**src/hw/rtl/asgr_pkg.sv**
```systemverilog
// Shared types and constants of the SGR escape sequence parser.
`timescale 1ns / 1ps

package asgr_pkg;

  localparam int unsigned MaxSeqLenDefault = 16;
  localparam int unsigned SeqLenW          = 5;
  localparam int unsigned DigitCntW        = 3;
  localparam int unsigned FieldW           = 10;
  localparam int unsigned AttrW            = 8;
  localparam int unsigned ColorMapW        = 32;
  localparam int unsigned CfgDataW         = 32;

  localparam logic [7:0] ChEsc       = 8'h1B;
  localparam logic [7:0] ChBracket   = 8'h5B;
  localparam logic [7:0] ChQuestion  = 8'h3F;
  localparam logic [7:0] ChSemicolon = 8'h3B;
  localparam logic [7:0] ChLowerM    = 8'h6D;
  localparam logic [7:0] ChZero      = 8'h30;

  localparam logic [AttrW-1:0]     DefaultAttrReset = 8'h07;
  localparam logic [ColorMapW-1:0] ColorMapReset    = 32'h7351_6240;

  // Configuration register indexes.
  typedef enum logic {
    CFG_DEFAULT_ATTR = 1'b0,
    CFG_COLOR_MAP    = 1'b1
  } asgr_cfg_idx_t;

  typedef enum logic [1:0] {
    ST_PENDING = 2'd0,
    ST_INVALID = 2'd1,
    ST_SUCCESS = 2'd2
  } asgr_status_t;

  typedef struct packed {
    logic [SeqLenW-1:0]   seq_length;
    logic                 private_flag;
    logic                 params_seen;
    logic [DigitCntW-1:0] digit_count;
    logic [FieldW-1:0]    field_value;
    logic                 format_error;
    logic [AttrW-1:0]     pending_attr;
    logic [AttrW-1:0]     display_attr;
  } asgr_state_t;

endpackage

```
**src/hw/rtl/ansi_sgr_color_escape_parser.sv**
```systemverilog
// Top level: byte pipeline, configuration registers and parser state.
// A byte accepted into the input register passes the step logic into the result register.
// Throughput: one byte per cycle; the input and result registers are parted by one
// single-pass step, so a stalled result holds the input register only while both are full.
// Reset (rst_n low, synchronous) empties both registers, sets the attribute to 7 and
// the configuration registers to their defaults; no clearing pass follows.
`timescale 1ns / 1ps

module ansi_sgr_color_escape_parser #(
  parameter int unsigned MAX_SEQ_LEN = asgr_pkg::MaxSeqLenDefault
) (
  input  logic                              clk,
  input  logic                              rst_n,
  input  logic                              in_valid,
  output logic                              in_stall,
  input  logic [7:0]                        in_byte_in,
  output logic                              out_valid,
  input  logic                              out_stall,
  output logic [1:0]                        out_status,
  output logic [asgr_pkg::AttrW-1:0]        out_attribute,
  input  logic                              cfg_valid,
  output logic                              cfg_ready,
  input  logic                              cfg_index,
  input  logic [asgr_pkg::CfgDataW-1:0]     cfg_data
);

  logic                              in_valid_r;
  logic [7:0]                        in_byte_r;
  logic                              out_valid_r;
  logic [1:0]                        out_status_r;
  logic [asgr_pkg::AttrW-1:0]        out_attribute_r;
  logic [asgr_pkg::AttrW-1:0]        default_attr_r;
  logic [asgr_pkg::ColorMapW-1:0]    color_map_r;
  asgr_pkg::asgr_state_t             state_r;
  asgr_pkg::asgr_state_t             state_nxt;
  asgr_pkg::asgr_status_t            step_status;
  asgr_pkg::asgr_state_t             state_reset;
  logic                              advance;
  logic                              in_take;

  asgr_step #(
    .MAX_SEQ_LEN (MAX_SEQ_LEN)
  ) u_step (
    .state        (state_r),
    .byte_in      (in_byte_r),
    .default_attr (default_attr_r),
    .color_map    (color_map_r),
    .state_nxt    (state_nxt),
    .status       (step_status)
  );

  // The held byte moves on whenever the result register is free or being drained.
  assign advance   = in_valid_r && (!out_valid_r || !out_stall);
  assign in_stall  = in_valid_r && !advance;
  assign in_take   = in_valid && !in_stall;
  assign cfg_ready = 1'b1;

  assign out_valid     = out_valid_r;
  assign out_status    = out_status_r;
  assign out_attribute = out_attribute_r;

  always_comb begin
    state_reset              = '0;
    state_reset.pending_attr = asgr_pkg::DefaultAttrReset;
    state_reset.display_attr = asgr_pkg::DefaultAttrReset;
  end

  always_ff @(posedge clk) begin
    if (!rst_n) begin
      in_valid_r     <= 1'b0;
      out_valid_r    <= 1'b0;
      state_r        <= state_reset;
      default_attr_r <= asgr_pkg::DefaultAttrReset;
      color_map_r    <= asgr_pkg::ColorMapReset;
    end else begin
      if (in_take) begin
        in_valid_r <= 1'b1;
      end else if (advance) begin
        in_valid_r <= 1'b0;
      end
      if (advance) begin
        out_valid_r <= 1'b1;
        state_r     <= state_nxt;
      end else if (!out_stall) begin
        out_valid_r <= 1'b0;
      end
      if (cfg_valid && cfg_ready) begin
        case (cfg_index)
          asgr_pkg::CFG_DEFAULT_ATTR: default_attr_r <= cfg_data[asgr_pkg::AttrW-1:0];
          asgr_pkg::CFG_COLOR_MAP:    color_map_r    <= cfg_data[asgr_pkg::ColorMapW-1:0];
          default: ;
        endcase
      end
    end
  end

  always_ff @(posedge clk) begin
    if (in_take) begin
      in_byte_r <= in_byte_in;
    end
    if (advance) begin
      out_status_r    <= step_status;
      out_attribute_r <= state_nxt.display_attr;
    end
  end

  // The length counter never reaches the limit.
  a_len_below_limit: assert property (@(posedge clk) disable iff (!rst_n)
    32'(state_r.seq_length) < MAX_SEQ_LEN)
    else $error("sequence length reached the limit");

  // The committed attribute moves only on a successful final letter.
  a_commit_on_success: assert property (@(posedge clk) disable iff (!rst_n)
    (advance && step_status != asgr_pkg::ST_SUCCESS) |=> $stable(state_r.display_attr))
    else $error("attribute changed without success");

  // A pending beat always leaves a sequence in progress.
  a_pending_in_seq: assert property (@(posedge clk) disable iff (!rst_n)
    (advance && step_status == asgr_pkg::ST_PENDING) |=> state_r.seq_length != '0)
    else $error("pending beat left the parser idle");

  // A result beat carries the committed attribute of the parser.
  a_out_attr: assert property (@(posedge clk) disable iff (!rst_n)
    advance |=> (out_attribute_r == state_r.display_attr))
    else $error("result attribute differs from committed attribute");

endmodule

```
**src/hw/rtl/asgr_step.sv**
```systemverilog
// Next-state and status logic for one byte of an SGR escape sequence.
`timescale 1ns / 1ps

module asgr_step #(
  parameter int unsigned MAX_SEQ_LEN = asgr_pkg::MaxSeqLenDefault
) (
  input  asgr_pkg::asgr_state_t              state,
  input  logic [7:0]                         byte_in,
  input  logic [asgr_pkg::AttrW-1:0]         default_attr,
  input  logic [asgr_pkg::ColorMapW-1:0]     color_map,
  output asgr_pkg::asgr_state_t              state_nxt,
  output asgr_pkg::asgr_status_t             status
);

  localparam logic [asgr_pkg::SeqLenW-1:0] LenLast =
    asgr_pkg::SeqLenW'(MAX_SEQ_LEN - 1);

  function automatic logic [asgr_pkg::AttrW-1:0] apply_code(
    input logic [asgr_pkg::AttrW-1:0]     attr,
    input logic [asgr_pkg::FieldW-1:0]    code,
    input logic [asgr_pkg::AttrW-1:0]     dflt,
    input logic [asgr_pkg::ColorMapW-1:0] cmap
  );
    logic [3:0] fg;
    logic [3:0] bg;
    logic [asgr_pkg::FieldW-1:0] fg_off;
    logic [asgr_pkg::FieldW-1:0] bg_off;
    fg     = attr[3:0];
    bg     = attr[7:4];
    fg_off = code - asgr_pkg::FieldW'(30);
    bg_off = code - asgr_pkg::FieldW'(40);
    if (code inside {[10'd30:10'd37]}) begin
      // The bright bit of the old color survives a color change.
      fg = cmap[{fg_off[2:0], 2'b00} +: 4] | {fg[3], 3'b000};
    end else if (code == 10'd39) begin
      fg = dflt[3:0];
    end else if (code inside {[10'd40:10'd47]}) begin
      bg = cmap[{bg_off[2:0], 2'b00} +: 4] | {bg[3], 3'b000};
    end else if (code == 10'd49) begin
      bg = dflt[7:4];
    end else if (code == 10'd7) begin
      fg = attr[7:4];
      bg = attr[3:0];
    end else if (code == 10'd0) begin
      fg = dflt[3:0];
      bg = dflt[7:4];
    end else if (code == 10'd1) begin
      fg = fg | 4'h8;
      bg = bg | 4'h8;
    end
    return {bg, fg};
  endfunction

  logic                          is_alpha;
  logic                          is_digit;
  logic                          field_live;
  logic [asgr_pkg::AttrW-1:0]    fin_attr;
  logic [asgr_pkg::FieldW-1:0]   field_acc;
  logic [7:0]                    digit_val;
  asgr_pkg::asgr_state_t         cleared;
  asgr_pkg::asgr_state_t         body;

  assign is_alpha   = byte_in inside {[8'h41:8'h5A], [8'h61:8'h7A]};
  assign is_digit   = byte_in inside {[8'h30:8'h39]};
  assign field_live = (state.digit_count != '0) && (state.digit_count <= 3'd3);
  assign fin_attr   = field_live ?
                      apply_code(state.pending_attr, state.field_value, default_attr, color_map) :
                      state.pending_attr;
  assign digit_val  = byte_in - asgr_pkg::ChZero;
  assign field_acc  = asgr_pkg::FieldW'(state.field_value * asgr_pkg::FieldW'(10))
                      + asgr_pkg::FieldW'(digit_val[3:0]);

  always_comb begin
    cleared              = '0;
    cleared.pending_attr = state.display_attr;
    cleared.display_attr = state.display_attr;

    body       = state;
    state_nxt  = state;
    status     = asgr_pkg::ST_PENDING;

    if (state.seq_length == '0) begin
      state_nxt = cleared;
      if (byte_in != asgr_pkg::ChEsc) begin
        status = asgr_pkg::ST_INVALID;
      end else begin
        state_nxt.seq_length = asgr_pkg::SeqLenW'(1);
      end
    end else if (state.seq_length == asgr_pkg::SeqLenW'(1)) begin
      if (byte_in != asgr_pkg::ChBracket) begin
        state_nxt = cleared;
        status    = asgr_pkg::ST_INVALID;
      end else begin
        state_nxt.seq_length = asgr_pkg::SeqLenW'(2);
      end
    end else if (is_alpha) begin
      if (state.format_error || byte_in != asgr_pkg::ChLowerM) begin
        state_nxt = cleared;
        status    = asgr_pkg::ST_INVALID;
      end else begin
        state_nxt              = cleared;
        state_nxt.pending_attr = fin_attr;
        state_nxt.display_attr = fin_attr;
        status                 = asgr_pkg::ST_SUCCESS;
      end
    end else if (is_digit || byte_in == asgr_pkg::ChSemicolon ||
                 (byte_in == asgr_pkg::ChQuestion && !state.params_seen)) begin
      if (is_digit) begin
        if (state.digit_count < 3'd3) begin
          body.field_value = field_acc;
        end
        if (state.digit_count < 3'd4) begin
          body.digit_count = state.digit_count + 3'd1;
        end
        if (state.digit_count >= 3'd3) begin
          body.format_error = 1'b1;
        end
      end else if (byte_in == asgr_pkg::ChSemicolon) begin
        body.pending_attr = fin_attr;
        body.digit_count  = '0;
        body.field_value  = '0;
      end else begin
        body.private_flag = 1'b1;
      end
      // A body byte that reaches the length limit kills the sequence.
      if (state.seq_length >= LenLast) begin
        state_nxt = cleared;
        status    = asgr_pkg::ST_INVALID;
      end else begin
        state_nxt             = body;
        state_nxt.seq_length  = state.seq_length + asgr_pkg::SeqLenW'(1);
        state_nxt.params_seen = 1'b1;
      end
    end else begin
      state_nxt = cleared;
      status    = asgr_pkg::ST_INVALID;
    end
  end

endmodule
```
**config.mk**
```make
export PLATFORM = sky130hd
export DESIGN_NAME = ansi_sgr_color_escape_parser
export DESIGN_NICKNAME = d
export VERILOG_FILES = /design/src/hw/rtl/asgr_pkg.sv /design/src/hw/rtl/ansi_sgr_color_escape_parser.sv /design/src/hw/rtl/asgr_step.sv
export SDC_FILE = /design/constraint.sdc
export NUM_CORES = 1
export LEC_CHECK = 0
export ABC_AREA = 1
export BUFFER_PORTS_ARGS = -buffer_cell sky130_fd_sc_hd__buf_2
export CELL_PAD_IN_SITES_DETAIL_PLACEMENT = 0
export CELL_PAD_IN_SITES_GLOBAL_PLACEMENT = 1
export CORE_ASPECT_RATIO = 1.25
export CORE_MARGIN = 5
export CORE_UTILIZATION = 42
export CTS_BUF_LIST = sky130_fd_sc_hd__clkbuf_16
export CTS_CLUSTER_DIAMETER = 40
export DETAILED_ROUTE_END_ITERATION = 10
export PLACE_DENSITY = 0.78
export SLEW_MARGIN = 20
export SYNTH_ARGS = -nofsm -noshare
export SYNTH_HDL_FRONTEND = slang
export SYNTH_SLANG_ARGS = --single-unit
```
**constraint.sdc**
```tcl
create_clock -name clk -period 3.08 [get_ports clk]
set_clock_uncertainty 0.1 [all_clocks]
set_input_delay 0.924 -clock clk [delete_from_list [all_inputs] [get_ports clk]]
set_output_delay 0.924 -clock clk [all_outputs]
set_load 0.01 [all_outputs]
```
# After elaboration in Yosys (flattened, before gate mapping)

Cells that the tools add are included.

Multiplexer cells: 46
Multiply operators: 1
$add $sub $neg: 6
Bitwise operators: 3
Eq/ne operators: 19
Shift operators: 2
Reductions and logical operators: 31
$lt $le $gt $ge: 15

Operators by type and width:

| operator                                                            | number |
|---|---|
| 2-to-1 mux 37 bit                                                   | 5 |
| variable part select 32 x 6 -> 4 bit                                | 2 |
| 2-to-1 mux 4 bit                                                    | 14 |
| 2-to-1 mux 32 bit                                                   | 1 |
| 2-to-1 mux 13 bit                                                   | 2 |
| 2-to-1 mux 8 bit                                                    | 3 |
| equality test 10 x 6 -> 1 bit (second input constant)               | 2 |
| <= comparator 10 x 6 -> 1 bit (second input constant)               | 2 |
| equality test 8 x 6 -> 1 bit (second input constant)                | 2 |
| greater-or-equal comparator 8 x 7 -> 1 bit (second input constant)  | 2 |
| <= comparator 8 x 7 -> 1 bit (second input constant)                | 2 |
| 2-to-1 mux 16 bit                                                   | 1 |
| inequality test 8 x 7 -> 1 bit (second input constant)              | 2 |
| AND reduction 4 bit                                                 | 4 |
| inequality test 7 x 6 -> 1 bit (second input constant)              | 2 |
| 2-to-1 mux 1 bit                                                    | 13 |
| inequality test 6 x 2 -> 1 bit (second input constant)              | 2 |
| adder 10 x 4 -> 10 bit                                              | 1 |
| equality test 10 x 1 -> 1 bit (second input constant)               | 1 |
| equality test 10 x 3 -> 1 bit (second input constant)               | 1 |
| greater-or-equal comparator 10 x 5 -> 1 bit (second input constant) | 1 |
| greater-or-equal comparator 10 x 6 -> 1 bit (second input constant) | 1 |
| logical AND 1 bit                                                   | 10 |
| zero test 10 bit                                                    | 1 |
| other kinds (31)                                                    | 46 |

Word-level logic and storage cells: 137
Input bits: 46
Output and inout bits: 13
Bits in registers: 96

# Depth between registers and ports, before layout

Word-level depth: 16
Gate-level depth with buffers: 16
Gate-level depth less buffers: 15

# Hierarchy

Synthesis repeated with hierarchy kept, for this count alone.

Cell total of the unflattened synthesis: 1,005
Area, all modules: 6,541.3 um2

By module, submodules not included:

| module                       | area an instance (um2) | cells each | times used | seq. area each (um2) |
|---|---|---|---|---|
| ansi_sgr_color_escape_parser | 3,641.0                | 443        | 1          | 2,122.0 |
| asgr_step                    | 2,900.3                | 562        | 1          | 0.0 |

# Worst setup path after synthesis

No wires, ideal clock.

Kind: register -> register
Start point: register state_r[20] (netlist name)
End point: register state_r[26] (netlist name)
Buffers on the path: 0
Required time: 2.867 ns
Period minus slack after synthesis: 2.481 ns
Slack: 0.599 ns
Library setup time: 0.113 ns
Stages on the path, launching flop included: 15
Data arrival time: 2.268 ns
Cells stage by stage: dfxtp_1 > ha_1 > ha_1 > inv_1 > fa_1 > xnor2_1 > inv_1 > nor3b_1 > nand3_1 > inv_1 > nand2_1 > nand2_1 > nor2_1 > nor2_1 > nor2_1

Longest elaborated chain between the ends: 9

Ends and longest elaborated chain:

| what                       | line                               | text |
|---|---|---|
| start: declaration         | ansi_sgr_color_escape_parser.sv:34 | `asgr_pkg::asgr_state_t state_r;` |
| start signal: assignment   | ansi_sgr_color_escape_parser.sv:72 | `state_r <= state_reset;` |
| start signal: assignment   | ansi_sgr_color_escape_parser.sv:83 | `state_r <= state_nxt;` |
| multiplier 10 x 3 -> 9 bit | asgr_step.sv:70                    | `assign field_acc = asgr_pkg::FieldW'(state.field_value * asgr_pkg::FieldW'(10))` |
| adder 10 x 4 -> 10 bit     | asgr_step.sv:71                    | `+ asgr_pkg::FieldW'(digit_val[3:0]);` |
| 2-to-1 mux 10 bit          | asgr_step.sv:109                   | `if (state.digit_count < 3'd3) begin` |
| 2-to-1 mux 13 bit          | asgr_step.sv:108                   | `if (is_digit) begin` |
| 2-to-1 mux 37 bit          | asgr_step.sv:126                   | `if (state.seq_length >= LenLast) begin` |
| 2-to-1 mux 37 bit          | asgr_step.sv:106                   | `end else if (is_digit \|\| byte_in == asgr_pkg::ChSemicolon \|\|` |
| 2-to-1 mux 37 bit          | asgr_step.sv:96                    | `end else if (is_alpha) begin` |
| 2-to-1 mux 37 bit          | asgr_step.sv:89                    | `end else if (state.seq_length == asgr_pkg::SeqLenW'(1)) begin` |
| 2-to-1 mux 37 bit          | asgr_step.sv:82                    | `if (state.seq_length == '0) begin` |

No other way between the ends. The select of a mux whose other input is x is not followed.
A chain may end at the register's enable or synchronous reset.

# Final worst setup path

Ends and elaborated chain as after synthesis.

==> implementation parameters <==
Parameter                              Value

Layout
  Net total in the final layout ... 996
  Final antenna diode count ... 0
  Post-layout instance area ... 0.006549 mm²
  Share of post-route cells with drive strength above 1 ... 12.24%
  Post-synthesis to final-layout area growth ... 12.70%
  Final core utilization ... 47.83%

Drt
  First-pass DRT Iterations ... 5
  Via count ... 5642
  Number of violations reported at the end of detailed-routing iteration 0 ... 360
  Via-to-Cell Ratio ... 5.101
  Final ANT Viol Nets ... 0
  WL/cell ... 13.46 µm
  Drt drc ... 0
  Total Routed Length ... 14.88 mm

Clock tree
  Clock transition at the register clock pins on the worst setup and hold paths after CTS ... 0.07 ns
  Cell at the root of the clock tree ... clkbuf_16
  Number of sinks driven by the clock tree ... 96
  CTS tree ... done
  Hold buffer count at CTS ... 0
  Clock buffers created by TritonCTS ... 9
  Later-pin clock latency in the skew report ... 0.35 ns
  Number of levels the H-tree was split into ... 3
  Post_cts resized ... 0
  Number of buffers added for setup after CTS ... 0
  Clk buf depth ... 2

Synth
  Dominant cells by area after synthesis ... dfxtp_1 27%, nand2_1 15%, edfxtp_1 9.3%, nand3_1 7.8%, nor2_1 7.4%
  Synth Register Bits ... 96
  Proportion of register bits with asynchronous set or reset after synthesis ... 0%
  Most used standard cells in the synthesized netlist ... 231 x nand2_1, 115 x nor2_1, 95 x inv_1, 91 x nand3_1, 78 x dfxtp_1
  Number of warnings reported in the yosys synthesis log ... 0
  Number of different library cells in the post-synthesis netlist ... 44
  Leading cell type by number of instances after synthesis ... nand2_1
  Top-area cell type share of the netlist area ... 26.87%
  Syn_area_per_cell ... 6.641 µm²
  Sequential area share after synthesis ... 36.18%
  Net count of the mapped netlist ... 945
  Post-synthesis cell type with the largest combined area ... dfxtp_1
  Dominant register cell in the synthesized netlist ... dfxtp_1
  Synth Instances ... 875
  Total standard cell area after synthesis ... 0.005811 mm²
  Count of flip-flops with a built-in enable after synthesis ... 18

Setup path
  Worst r2r src ... state_r[20]
  Worst flop-to-flop path endpoint ... state_r[26]
  Critical path, cell by cell ... ha_1 -> ha_1 -> inv_1 -> fa_1 -> xnor2_1 -> inv_1 -> nor3b_1 -> nand3_1 -> inv_1 -> nand2_1 -> nand2_1 -> nor2_1 -> nor2_1 -> nor2_1
  Slowest stage cell on the critical path ... fa_1
  Kind of end point of the critical path ... flip-flop
  Worst Path Required ... 3.22 ns
  Startpoint-to-endpoint class of the critical path ... reg2reg
  Critical-path maximum fanout ... 8
  Worst path max stage delay ... 0.42 ns
  Category of the worst setup path launch point ... flip-flop
  Number of cells on the worst reg-to-reg path ... 14
  Internal reg-to-reg setup slack ... 0.34 ns
  Critical path arrival ... 2.88 ns

Global routing
  Maximum number of pins on one net before global-route repair ... 62
  GR Util met2 ... 34.18%
  Global-route track usage on met1 ... 23.38%
  Most crowded layer after global routing ... met2
  Met3 global-route usage ... 3.200%
  Total Routing Usage GR ... 19.17%
  Total congestion overflow after global routing ... 0
  Number of antenna violations at the first check in global routing ... 0
  Wire length of the first global-routing pass ... 25.61 mm
  Via count of the first global-routing pass ... 5546

Placed design
  HPWL after detailed placement ... 11.40 mm
  Final weighted congestion in routability-driven placement ... 0.9286
  Number of buffers inserted by port buffering ... 57
  Cell area reported after detailed placement ... 0.006254 mm²

Pwr
  Total power draw ... 3173 µW
  Maximum vdd drop ... 221.0 µV
  Total power density per cell area ... 484.5 mW/mm²
  Total leakage power ... 0.003150 µW

Worst hold path
  Number of cells on the worst hold path ... 2
  WHS Endpoint ... color_map_r[23]
  Hold Crit Class ... reg2reg
  Worst hold path startpoint ... color_map_r[23]

Die
  Initial standard-cell utilization of the core ... 42.43%
  Die Width ... 115.2 µm
  Std cell rows ... 48
  Vertical extent of the die ... 141.5 µm
  Core outline area ... 0.01369 mm²
  Die area ... 0.01630 mm²
  I/O pins ... 59

Timing
  Final setup violating endpoints ... 0
  Unrepaired setup endpoints after global routing ... no
  Sum of negative setup slack ... 0 ns
  Final hold vios ... 0
  Final Cycle Share ... 88.97%
  Worst hold margin ... 0.3626 ns
  Headroom to the max-slew limit ... 42.48%
  Fmax ... 364.9 MHz
  Time the final worst path needs with I/O delays and setup ... 2.740 ns
  Final slew viol count ... 0
  Tightest Pin Transition ... 0.8619 ns

Job
  Maximum capacitance violations ... 0

Status
  Status ... finished, final reports clean
layer usage:
| layer | vias up | wire length (µm) |
|---|---|---|
| met5 | - | 0 |
| met4 | 0 | 281 |
| met3 | 19 | 572 |
| met2 | 99 | 7491 |
| met1 | 2577 | 6538 |
| li1 | 2947 | - |
metrics by stage:
stage / setup WS [ns] / cells
final: 0.3398 / 1106
after global routing: 0.04532 / 1106
after CTS: 0.3127 / 1106
after detailed placement: 0.3168 / 1090
after global placement: 0.3761 / 1090
after floorplan: 0.5990 / 875
area by class of cell:
class                   count  area, µm²
clock inverters             6      45.04
flip-flops and latches     96       2102
multi-input cells         648       3178
repair buffers             68      367.9
inverters                 103      386.6
well taps                 175      219.0
fillers                  1446       7144
clock buffers              10      250.2
sequential cells by signal (all words and copies together) (netlist names):
register and cells:
in_byte_r 8, state_r 36, out_valid 1, color_map_r 32, default_attr_r 8, out_status 2, in_valid_r 1, out_attribute 8
where the power goes:
part | switching, µW | internal, µW
registers | 59.2 | 1360
clock network | 509 | 605
logic | 410 | 227
critical path, delay by kind of cell (launching register included):
family | cells | cell delay (ns)
adder cells (fa/ha/maj) | 3 | 0.92
AND/OR/NAND/NOR | 7 | 0.68
flip-flops | 1 | 0.41
XOR/XNOR | 1 | 0.28
buffers and inverters | 3 | 0.24
layout by cell type, fill, tap and decap left out, types with 4 or more instances in the layout:
master and count:
nand2_1 231, nor2_1 115, inv_1 95, nand3_1 91, dfxtp_1 78, buf_2 57, o21ai_0 54, a21oi_1 49
ha_1 22, edfxtp_1 18, nor3_1 13, nand4_1 11, buf_4 11, clkbuf_16 10, inv_2 7, o22ai_1 6
nand2_2 5, xnor2_1 5, o21ai_1 4, or2_2 4, xor2_1 4
worst max-delay path by stage:
stage / startpoint / endpoint / slack, ns / cells past startpoint
floorplan: state_r[20] / state_r[26] / 0.60 / 14
global placement: out_stall / state_r[26] / 0.38 / 12
detailed placement: out_stall / state_r[19] / 0.32 / 12
CTS: state_r[20] / state_r[26] / 0.31 / 14
global route: state_r[20] / state_r[26] / 0.05 / 14
finish: state_r[20] / state_r[26] / 0.34 / 14
cell families after synthesis:
family / Yosys count / share of synthesized area (%)
and+or+nand+nor: 486 / 35.92
xor gates and xnor gates: 9 / 1.356
other: 1 / 0.06454
AOI/OAI and AO/OA: 128 / 11.93
DFF: 96 / 36.18
buffers and inverters: 131 / 9.130
adders and majority gates: 24 / 5.426
Note: power is estimated with default switching activity, not from simulation.
